<file path="src/design/lru_block_buffer_cache_top_defines.svh">
// Assertion macros for the block buffer cache manager.
// Included by the top level; defining ASSERT_OFF compiles every check away.
`ifndef LRU_BLOCK_BUFFER_CACHE_TOP_DEFINES_SVH
`define LRU_BLOCK_BUFFER_CACHE_TOP_DEFINES_SVH

`ifndef ASSERT_OFF

// A property that must hold in the same cycle as its antecedent.
`define LBC_ASSERT_SAME(lbl, clk, rst, ante, cons) \
   lbl: assert property (@(posedge clk) disable iff (rst) (ante) |-> (cons)) \
      else $error("lbc assertion failed");

// A property whose consequent must hold in the cycle after its antecedent.
`define LBC_ASSERT_NEXT(lbl, clk, rst, ante, cons) \
   lbl: assert property (@(posedge clk) disable iff (rst) (ante) |=> (cons)) \
      else $error("lbc assertion failed");

`else

`define LBC_ASSERT_SAME(lbl, clk, rst, ante, cons)
`define LBC_ASSERT_NEXT(lbl, clk, rst, ante, cons)

`endif

`endif

</file>
<file path="src/design/lbc_pkg.sv">
// Shared types and constants of the block buffer cache manager.
// No dependencies; used by the channel interfaces, the entry cell and the top level.
`default_nettype none

package lbc_pkg;

   localparam int DEV_W   = 8;
   localparam int BLK_W   = 32;
   localparam int SLOT_W  = 5;
   localparam int TICK_W  = 31;
   localparam int TIME_W  = 32;
   localparam int COUNT_W = 8;

   localparam logic [COUNT_W-1:0] COUNT_MAX  = '1;
   localparam logic [COUNT_W-1:0] COUNT_ONE  = COUNT_W'(1);
   localparam logic [TIME_W-1:0]  TIME_NEVER = '1;

   typedef enum logic [1:0] {
      FN_GET     = 2'd0,
      FN_RELEASE = 2'd1,
      FN_PIN     = 2'd2,
      FN_UNPIN   = 2'd3
   } func_type;

   typedef enum logic [1:0] {
      ST_OK        = 2'd0,
      ST_NO_FREE   = 2'd1,
      ST_UNDERFLOW = 2'd2
   } status_type;

   // Update applied to one entry when a request completes.
   typedef enum logic [2:0] {
      CMD_NONE    = 3'd0,
      CMD_HIT     = 3'd1,
      CMD_FILL    = 3'd2,
      CMD_PIN     = 3'd3,
      CMD_DEC     = 3'd4,
      CMD_RELEASE = 3'd5
   } cmd_op_type;

   // Broadcast from the top level to every cell: search key and update.
   typedef struct packed {
      cmd_op_type        op;
      logic [DEV_W-1:0]  dev;
      logic [BLK_W-1:0]  blk;
      logic [TICK_W-1:0] tick;
   } cmd_type;

   // Flags of the search token that walks down the row of cells.
   typedef struct packed {
      logic active;
      logic hit;
      logic hit_valid;
      logic free;
   } carry_type;

endpackage

`default_nettype wire

</file>
<file path="src/design/lbc_cell.sv">
// One cache entry: tag, reference count, data-valid mark and last-use time,
// plus one stage of the lookup token. Depends on lbc_pkg.
`default_nettype none

module lbc_cell #(
   parameter int IDX_W    = 5,
   parameter int CELL_IDX = 0
) (
   input  wire                     clock,
   input  wire                     reset,
   input  wire  lbc_pkg::cmd_type  cmd_i,
   input  wire  [IDX_W-1:0]        cmd_idx_i,
   input  wire  lbc_pkg::carry_type carry_i,
   input  wire  [IDX_W-1:0]        hit_idx_i,
   input  wire  [IDX_W-1:0]        free_idx_i,
   input  wire  [lbc_pkg::TIME_W-1:0] free_time_i,
   output lbc_pkg::carry_type      carry_o,
   output logic [IDX_W-1:0]        hit_idx_o,
   output logic [IDX_W-1:0]        free_idx_o,
   output logic [lbc_pkg::TIME_W-1:0] free_time_o,
   output logic                    zero_o
);
   import lbc_pkg::*;

   localparam logic [IDX_W-1:0] MY_IDX = IDX_W'(CELL_IDX);

   logic [DEV_W-1:0]   tag_dev_ff, tag_dev_in;
   logic [BLK_W-1:0]   tag_blk_ff, tag_blk_in;
   logic               present_ff, present_in;
   logic               valid_ff, valid_in;
   logic [COUNT_W-1:0] count_ff, count_in;
   logic [TIME_W-1:0]  time_ff, time_in;

   carry_type          carry_ff, carry_in;
   logic [IDX_W-1:0]   hit_idx_ff, hit_idx_in;
   logic [IDX_W-1:0]   free_idx_ff, free_idx_in;
   logic [TIME_W-1:0]  free_time_ff, free_time_in;

   logic               match;
   logic               take_free;
   logic               sel;

   // Lookup stage: the first matching entry wins the hit, and the oldest
   // unreferenced entry (earlier one on ties) wins the free slot.
   always_comb begin
      match     = present_ff && (tag_dev_ff == cmd_i.dev) && (tag_blk_ff == cmd_i.blk);
      take_free = (count_ff == '0) &&
                  (!carry_i.free || ($signed(time_ff) < $signed(free_time_i)));

      carry_in     = carry_i;
      hit_idx_in   = hit_idx_i;
      free_idx_in  = free_idx_i;
      free_time_in = free_time_i;
      if (!carry_i.hit && match) begin
         carry_in.hit       = 1'b1;
         carry_in.hit_valid = valid_ff;
         hit_idx_in         = MY_IDX;
      end
      if (take_free) begin
         carry_in.free = 1'b1;
         free_idx_in   = MY_IDX;
         free_time_in  = time_ff;
      end
   end

   always_comb begin
      sel        = (cmd_idx_i == MY_IDX);
      tag_dev_in = tag_dev_ff;
      tag_blk_in = tag_blk_ff;
      present_in = present_ff;
      valid_in   = valid_ff;
      count_in   = count_ff;
      time_in    = time_ff;
      if (sel) begin
         case (cmd_i.op)
            CMD_HIT: begin
               valid_in = 1'b1;
               if (count_ff != COUNT_MAX) count_in = count_ff + COUNT_ONE;
            end
            CMD_FILL: begin
               tag_dev_in = cmd_i.dev;
               tag_blk_in = cmd_i.blk;
               present_in = 1'b1;
               valid_in   = 1'b1;
               count_in   = COUNT_ONE;
            end
            CMD_PIN: begin
               if (count_ff != COUNT_MAX) count_in = count_ff + COUNT_ONE;
            end
            CMD_DEC: begin
               if (count_ff != '0) count_in = count_ff - COUNT_ONE;
            end
            CMD_RELEASE: begin
               if (count_ff != '0) count_in = count_ff - COUNT_ONE;
               time_in = {1'b0, cmd_i.tick};
            end
            default: begin
            end
         endcase
      end
   end

   always_ff @(posedge clock) begin
      if (reset) begin
         present_ff <= 1'b0;
         valid_ff   <= 1'b0;
         count_ff   <= '0;
         time_ff    <= TIME_NEVER;
         carry_ff   <= '0;
      end else begin
         present_ff <= present_in;
         valid_ff   <= valid_in;
         count_ff   <= count_in;
         time_ff    <= time_in;
         carry_ff   <= carry_in;
      end
   end

   always_ff @(posedge clock) begin
      tag_dev_ff   <= tag_dev_in;
      tag_blk_ff   <= tag_blk_in;
      hit_idx_ff   <= hit_idx_in;
      free_idx_ff  <= free_idx_in;
      free_time_ff <= free_time_in;
   end

   assign carry_o     = carry_ff;
   assign hit_idx_o   = hit_idx_ff;
   assign free_idx_o  = free_idx_ff;
   assign free_time_o = free_time_ff;
   assign zero_o      = (count_ff == '0);

endmodule

`default_nettype wire

</file>
<file path="config.mk">
export PLATFORM = sky130hd
export DESIGN_NAME = lbc_cell
export DESIGN_NICKNAME = d
export VERILOG_FILES = /design/src/design/lru_block_buffer_cache_top_defines.svh /design/src/design/lbc_pkg.sv /design/src/design/lbc_cell.sv
export SDC_FILE = /design/constraint.sdc
export NUM_CORES = 1
export LEC_CHECK = 0
export BUFFER_PORTS_ARGS = -buffer_cell sky130_fd_sc_hd__buf_2
export CAP_MARGIN = 20
export CELL_PAD_IN_SITES_DETAIL_PLACEMENT = 1
export CELL_PAD_IN_SITES_GLOBAL_PLACEMENT = 2
export CORE_UTILIZATION = 32
export CTS_CLUSTER_SIZE = 14
export DETAILED_ROUTE_END_ITERATION = 8
export HOLD_SLACK_MARGIN = 0.02
export PLACE_DENSITY_LB_ADDON = 0.1
export SYNTH_ARGS = -nofsm -noshare
export SYNTH_HDL_FRONTEND = slang
export SYNTH_SLANG_ARGS = --single-unit
</file>
<file path="constraint.sdc">
create_clock -name clock -period 8.18 [get_ports clock]
set_input_delay 1.227 -clock clock [delete_from_list [all_inputs] [get_ports clock]]
set_output_delay 1.227 -clock clock [all_outputs]
set_load 0.03 [all_outputs]
</file>
# Word level (Yosys, flattened, before mapping)

Cells that the tools add are included.

Add/sub/neg operators: 2
Multipliers: 0
Div/mod/pow operators: 0
Order comparisons: 1
Eq/ne operators: 10
Shift operators: 0
Mux-type cells: 6
Bitwise logic cells: 0
Reduce and logical (&&, ||, !) cells: 18

Operators with widths:

| cell                  | number |
|---|---|
| $eq A32 B32 Y1        | 1 |
| $lt A32 B32 Y1        | 1 |
| $mux W32              | 1 |
| $pmux W8 S3           | 1 |
| $mux W8               | 2 |
| $add A8 B1 Y8 const B | 1 |
| $eq A8 B8 Y1          | 1 |
| $logic_not A8 Y1      | 1 |
| $ne A8 B8 Y1 const B  | 1 |
| $reduce_bool A8 Y1    | 1 |
| $sub A8 B1 Y8 const B | 1 |
| $eq A3 B2 Y1 const B  | 2 |
| $eq A3 B3 Y1 const B  | 2 |
| $reduce_and A2 Y1     | 3 |
| $reduce_or A2 Y1      | 3 |
| $logic_not A5 Y1      | 1 |
| $logic_and A1 B1 Y1   | 4 |
| $ne A2 B1 Y1 const B  | 2 |
| $reduce_and A4 Y1     | 1 |
| $eq A3 B1 Y1 const B  | 1 |
| $reduce_bool A3 Y1    | 1 |
| $logic_not A1 Y1      | 2 |
| $mux W2               | 1 |
| $logic_or A1 B1 Y1    | 1 |
| $mux W1               | 1 |

Register bits after elaboration: 128
Bits in latches: 0
RAM bits: 0
Memory bits (read-only): 0
Output and inout bits: 47
Memories kept: 0

# Depth between registers and ports, before layout

Gate-level depths: netlist of the first run.

Depth in word-level cells: 5
Depth in mapped cells: 10
Gate-level depth less buffers: 9

# Worst setup path after synthesis of the first run

Ideal clock, no wire load.

Kind: input to register
Start point: input cmd_idx_i[1]
End point: register tag_blk_ff[0] (enable)
Data arrival time: 5.775 ns
Data required time: 7.626 ns
Setup slack: 1.851 ns
Stages on the path: 3
Path buffers: 0
Cell sequence: nor3_1 > nand2_1 > nor4b_1

Cells in the longest elaborated chain, start to end: 2

RTL lines:

| what                        | line            | RTL |
|---|---|---|
| start, declared             | lbc_cell.sv:12  | `input wire [IDX_W-1:0] cmd_idx_i,` |
| $logic_not A5 Y1            | lbc_cell.sv:67  | `sel = (cmd_idx_i == MY_IDX);` |
| $reduce_and A2 Y1 (no line) | --              |  |
| end signal, assigned        | lbc_cell.sv:121 | `tag_blk_ff <= tag_blk_in;` |
| end, declared               | lbc_cell.sv:28  | `logic [BLK_W-1:0] tag_blk_ff, tag_blk_in;` |

No other way between the ends.
A chain may end at the register's enable or synchronous reset.

# Worst setup path in the final report of the first run

Start point: input free_time_i[31] (netlist bit)
End point: register free_time_ff[5] (netlist: free_time_o[5])

Cells in the longest elaborated chain, start to end: 4

RTL lines:

| what                 | line            | RTL |
|---|---|---|
| start, declared      | lbc_cell.sv:16  | `input wire [lbc_pkg::TIME_W-1:0] free_time_i,` |
| $lt A32 B32 Y1       | lbc_cell.sv:48  | `(!carry_i.free \|\| ($signed(time_ff) < $signed(free_time_i)));` |
| $logic_or A1 B1 Y1   | lbc_cell.sv:48  |  |
| $logic_and A1 B1 Y1  | lbc_cell.sv:47  | `take_free = (count_ff == '0) &&` |
| $mux W32             | lbc_cell.sv:59  | `if (take_free) begin` |
| net free_time_in[5]  | lbc_cell.sv:37  | `logic [TIME_W-1:0] free_time_ff, free_time_in;` |
| end signal, assigned | lbc_cell.sv:124 | `free_time_ff <= free_time_in;` |
| end, declared        | lbc_cell.sv:37  |  |

The timed path passes the listed nets, and every way through them passes these cells.

==> reports/metrics.yaml, run 1 <==
outcome: "completed"
pwr-share-seq: 0.416
io_buffers: 173
grtUsageTotal: 0.177
max_slew_margin: 0.404
synth.distinct_cells: 52
worstSetupEndpointType: "flop"
grt_pass1_vias: 5110
grt_overflow: 0
yosys-top-cells-area: "dfxtp_1 29%, edfxtp_1 20%, ha_1 7.7%"
synth_seq_cells: 128
synth-seq-area-share: 0.491
finalNetCount: 913
synthArstFlopShare: 0
synthMostInstantiatedCell: "dfxtp_1"
required_ns: 8.47
synthFlopType: "dfxtp_1"
path_max_fanout: 28
place_congestion: 0.762
routed-via-count: 4763
setup_viol: 0
min_path_type: "reg -> reg"
syn_area_um2: 6040
hold_viol: 0
fin_crit_ns: 3.62
die_y_um: 139
clk_latency_ns: 0.41
fin_tns_setup_ns: 0
antenna_left: 0
maxCapViolations: 0
finalPower_mw: 1.63
drtPass1Iterations: 4
start_util: 0.332
htree_levels: 4
timing.rr.end: "free_time_o[5]"
syn_area_per_cell_um2: 10.6
fin_skew_ns: 0.00718
drt-initial-drc-count: 152
drive_above_1_share: 0.319
crit_type: "in -> reg"
via_per_inst: 4.80
p_leak_nw: 3.40
min_path_cells: 2
rows: 49
clockRootBuffer: "clkbuf_16"
routedWlPerCell_um: 16.6
pin_count: 174
ys_top_cells_by_count: "88 x dfxtp_1, 78 x nand2_1, 41 x inv_1"
ff2ff_path_depth: 8
wirelength_um: 16500
synth_top_area_share: 0.292
slew_viol_final: 0
r2r_start: "time_ff[31]"
p_per_area_nw_per_um2: 211
p_int_mw: 1.23
hold-path-endpoint: "valid_ff"
cts_buffers: 17
fin_crit_sh: 0.442
min_from: "valid_ff"
cts_hold_buf: 0
tightest_slew_ns: 0.894
synth_area_leader_cell: "dfxtp_1"
synth_edf_count: 40
cts_sinks: 128
cts_tree: "done"
fmax_mhz: 276
syn_inst: 568
rsz0062_at_grt: "no"
cts_setup_buffers: 0
cts.clk_slew.worst_paths_ns: 0.06
regToRegSetupSlack_ns: 5.16
antenna_found_initial: 2
coreArea_um2: 18200
synthToLayoutAreaGrowth_pct: 27.8
arrival_ns: 3.91
place_hpwl_um: 12400
critPathLaunchType: "input port"
die_w_um: 139
vdd_drop_max_mv: 0.125
p_switching_uw: 402
drcViolationCount: 0
yosys_warnings: 0
synthesis.nets: 733
pwr-share-clk: 0.471
grt_max_degree: 49
dieArea_um2: 19400
netSwitchingFraction: 0.246
cts_buffer_depth: 2
grt_pass1_wl_um: 26700
power_frac_comb: 0.113
cts-resized-gates: 0
power groups by stage:
stage | sequential [mW] | clock (mW) | combinational [mW]
final | 0.679 | 0.769 | 0.184
after global routing | 0.680 | 0.814 | 0.202
after CTS | 0.679 | 0.791 | 0.188
after detailed placement | 0.693 | 0 | 0.186
after global placement | 0.693 | 0 | 0.182
after floorplan | 0.726 | 0 | 0.0823
kinds of logic after synthesis:
family,after synthesis,synth area share
and+or+nand+nor,212,0.187
DFF,128,0.491
AOI/OAI and AO/OA,59,0.0655
buffers and inverters,58,0.0445
xor gates and xnor gates,39,0.0566
adders and majority gates,38,0.0800
muxes,34,0.0754
critical path, stage by stage:
cell     delay [ns]
buf_2          0.09
inv_1          0.04
ha_1           0.30
nand4_1        0.17
nor3_1         0.49
a21oi_1        0.13
a21oi_1        0.17
o21ba_2        0.38
buf_4          0.48
mux2_2         0.40
metrics by stage:
step                setup WS, ns  cells  hold WS, ns  cell area, um2  utilization
finish                      4.56    992        0.483            7720        0.424
global route                4.29    990        0.515            7710        0.424
CTS                         4.54    990        0.491            7710        0.424
detailed placement          4.12    958        0.482            7120        0.391
global placement            4.22    958        0.475            7120        0.391
floorplan                   1.85    568        0.432            6040            -
registers in the layout, summed over array words and instances (netlist names):
| register | count |
|---|---|
| valid_ff | 1 |
| free_time_o | 32 |
| tag_dev_ff | 8 |
| count_ff | 8 |
| present_ff | 1 |
| carry_o | 4 |
| free_idx_o | 5 |
| hit_idx_o | 5 |
| tag_blk_ff | 32 |
| time_ff | 32 |
routing by layer:
| metal | track usage | share of wire | routed length, um | vias to the layer above |
|---|---|---|---|---|
| met5 | 0 | 0.00073 | 12 | - |
| li1 | - | - | - | 2363 |
| met4 | 0.0526 | 0.012 | 199 | 2 |
| met3 | 0.0482 | 0.046 | 761 | 16 |
| met2 | 0.291 | 0.47 | 7690 | 106 |
| met1 | 0.227 | 0.48 | 7840 | 2276 |
layout make-up:
class | count | area, um2
Fill cell | 2073 | 10500
Sequential cell | 128 | 2960
Multi-Input combinational cell | 382 | 2810
Timing Repair Buffer | 178 | 903
Clock buffer | 18 | 429
Tap cell | 229 | 287
Clock inverter | 14 | 165
Inverter | 41 | 154
Antenna cell | 2 | 5.00
placed cells by master (no fill, tap or decap), types with 7 or more instances in the layout:
master,count
clkbuf_16,17
a21oi_1,21
xnor2_1,37
inv_1,41
dfxtp_1,88
nor2_1,16
nand3b_1,31
nand4_1,20
nand2_1,78
nand2b_1,11
nand3_1,11
mux2_4,20
mux2_2,7
o21ai_0,9
nor2b_1,16
edfxtp_1,40
buf_2,173
nor3_1,11
ha_1,37
worst max-delay path by stage:
stage | slack, ns | end | start | cells after the start
global route | 4.29 | free_time_o[5] | free_time_i[31] | 10
detailed placement | 4.12 | free_time_o[5] | free_time_i[31] | 10
floorplan | 1.85 | tag_blk_ff[0] | cmd_idx_i[1] | 3
CTS | 4.54 | free_time_o[5] | free_time_i[31] | 10
global placement | 4.22 | free_time_o[4] | free_time_i[13] | 10
finish | 4.56 | free_time_o[5] | free_time_i[31] | 10
(Power assumes the default switching activity.)
==> run 2: changes to the inputs <==
Clock period 8.18 ns to 3.4 ns, I/O delays scaled along.
==> run 2 against run 1 <==
Cell count is 0.10% higher. Die area stayed put. Sequential cell count stayed put. Count of clock-buffer cells in the layout is 1 lower. Critical path depth is 2 lower. Total power is 140% higher. Largest power group unchanged.
==> reports/metrics.yaml, run 2 (synthesized netlist as in run 1, its figures left out) <==
slowest_stage: "nor3_1"
fin_crit_ns: 2.68
finalNetCount: 916
arrival_ns: 2.98
routedWlPerCell_um: 16.1
p_per_area_nw_per_um2: 506
path_max_fanout: 22
max_slew_margin: 0.643
setup_viol: 0
drt-initial-drc-count: 127
drtPass1Iterations: 4
cts_hold_buf: 0
required_ns: 3.70
crit_type: "reg -> reg"
setup_slack_ns: 0.716
die_y_um: 139
pre_cts_slack_ns: 0.390
grt_pass1_wl_um: 26300
highest_layer: "met5"
cts.clk_slew.worst_paths_ns: 0.06
clockRootBuffer: "clkbuf_16"
outcome: "completed"
critPathLaunchType: "flop"
wirelength_um: 16000
final_cell_mix: "173 x buf_2, 88 x dfxtp_1, 78 x nand2_1"
cts_sinks: 128
fmax_mhz: 373
rows: 49
layout_commonest_cell: "buf_2"
path_delay_family: "simple AND/OR/NAND/NOR gates"
io_buffers: 173
vdd_drop_max_mv: 0.330
htree_levels: 4
place_hpwl_um: 12200
worstSetupEndpointType: "flop"
crit_path_max_incr_delay_ns: 0.50
synthToLayoutAreaGrowth_pct: 28.5
via_per_inst: 4.80
final_cells: 993
start_util: 0.332
crit_chain: "ha_1 > nand4_1 > nor3_1 > a21oi_1 > a21oi_1 > o21ba_2 > buf_12 > mux2_1"
fin_tns_setup_ns: 0
clk_latency_ns: 0.42
drive_above_1_share: 0.322
met3WireLength_um: 670
maxCapViolations: 0
coreArea_um2: 18200
slew_viol_final: 0
drcViolationCount: 0
die_w_um: 139
dp_cells: 961
wl_met2_um: 7360
cts_buffers: 17
fin_skew_ns: 0.0106
min_path_type: "in -> reg"
hold_viol: 0
rsz0062_at_grt: "no"
grt_max_degree: 42
tightest_slew_ns: 0.536
dieArea_um2: 19400
antenna_cells: 0
antenna_left: 0
fin_crit_sh: 0.790
cts-resized-gates: 0
routed-via-count: 4763
cts_setup_buffers: 0
p_leak_nw: 3.43
grtUsageTotal: 0.174
antenna_found_initial: 2
cts_buffer_depth: 2
crit_buf_inv: 1
m1WireLength_um: 7770
place_congestion: 0.788
pin_count: 174
grt_overflow: 0
cp_common_cell: "a21oi_1"
grt_pass1_vias: 5013
cts_tree: "done"
run 2: final timing paths:
kind         slack, ns               to        start  cells after the start
max               0.72  free_time_o[28]  time_ff[31]                      8
max reg2reg       0.72  free_time_o[28]  time_ff[31]                      8
min reg2reg       0.48         valid_ff     valid_ff                      2
min               0.29   tag_blk_ff[21]    cmd_i[52]                      1
run 2: cell type report:
class | count | area (um2)
Clock buffer | 17 | 425
Tap cell | 229 | 287
Multi-Input combinational cell | 382 | 2820
Clock inverter | 15 | 169
Fill cell | 2094 | 10500
Inverter | 41 | 154
Sequential cell | 128 | 2960
Timing Repair Buffer | 181 | 938
run 2: worst register-to-register path, cell delays in order, from the launching register on:
cell     delay (ns)
dfxtp_1        0.33
ha_1           0.33
nand4_1        0.17
nor3_1         0.50
a21oi_1        0.13
a21oi_1        0.17
o21ba_2        0.36
buf_12         0.24
mux2_1         0.35
run 2: power breakdown:
group | total [mW] | switching, mW | internal, mW
combinational | 0.447 | 0.250 | 0.196
clock | 1.85 | 0.700 | 1.15
sequential | 1.63 | 0.0143 | 1.62
run 2: per-stage QoR:
stage               total power [mW]  cell area, um2   util  hold slack, ns
CTS                             3.99            7760  0.426           0.269
global route                    4.09            7760  0.426           0.275
global placement                2.11            7160  0.393           0.478
finish                          3.93            7760  0.426           0.293
floorplan                       1.94            6050      -           0.432
detailed placement              2.12            7160  0.393           0.486
run 2: routing by layer:
metal  up-vias  GRT usage
met5         -          0
met4         4     0.0561
met3        22     0.0440
met2       105      0.277
met1      2272      0.229
li1       2360          -
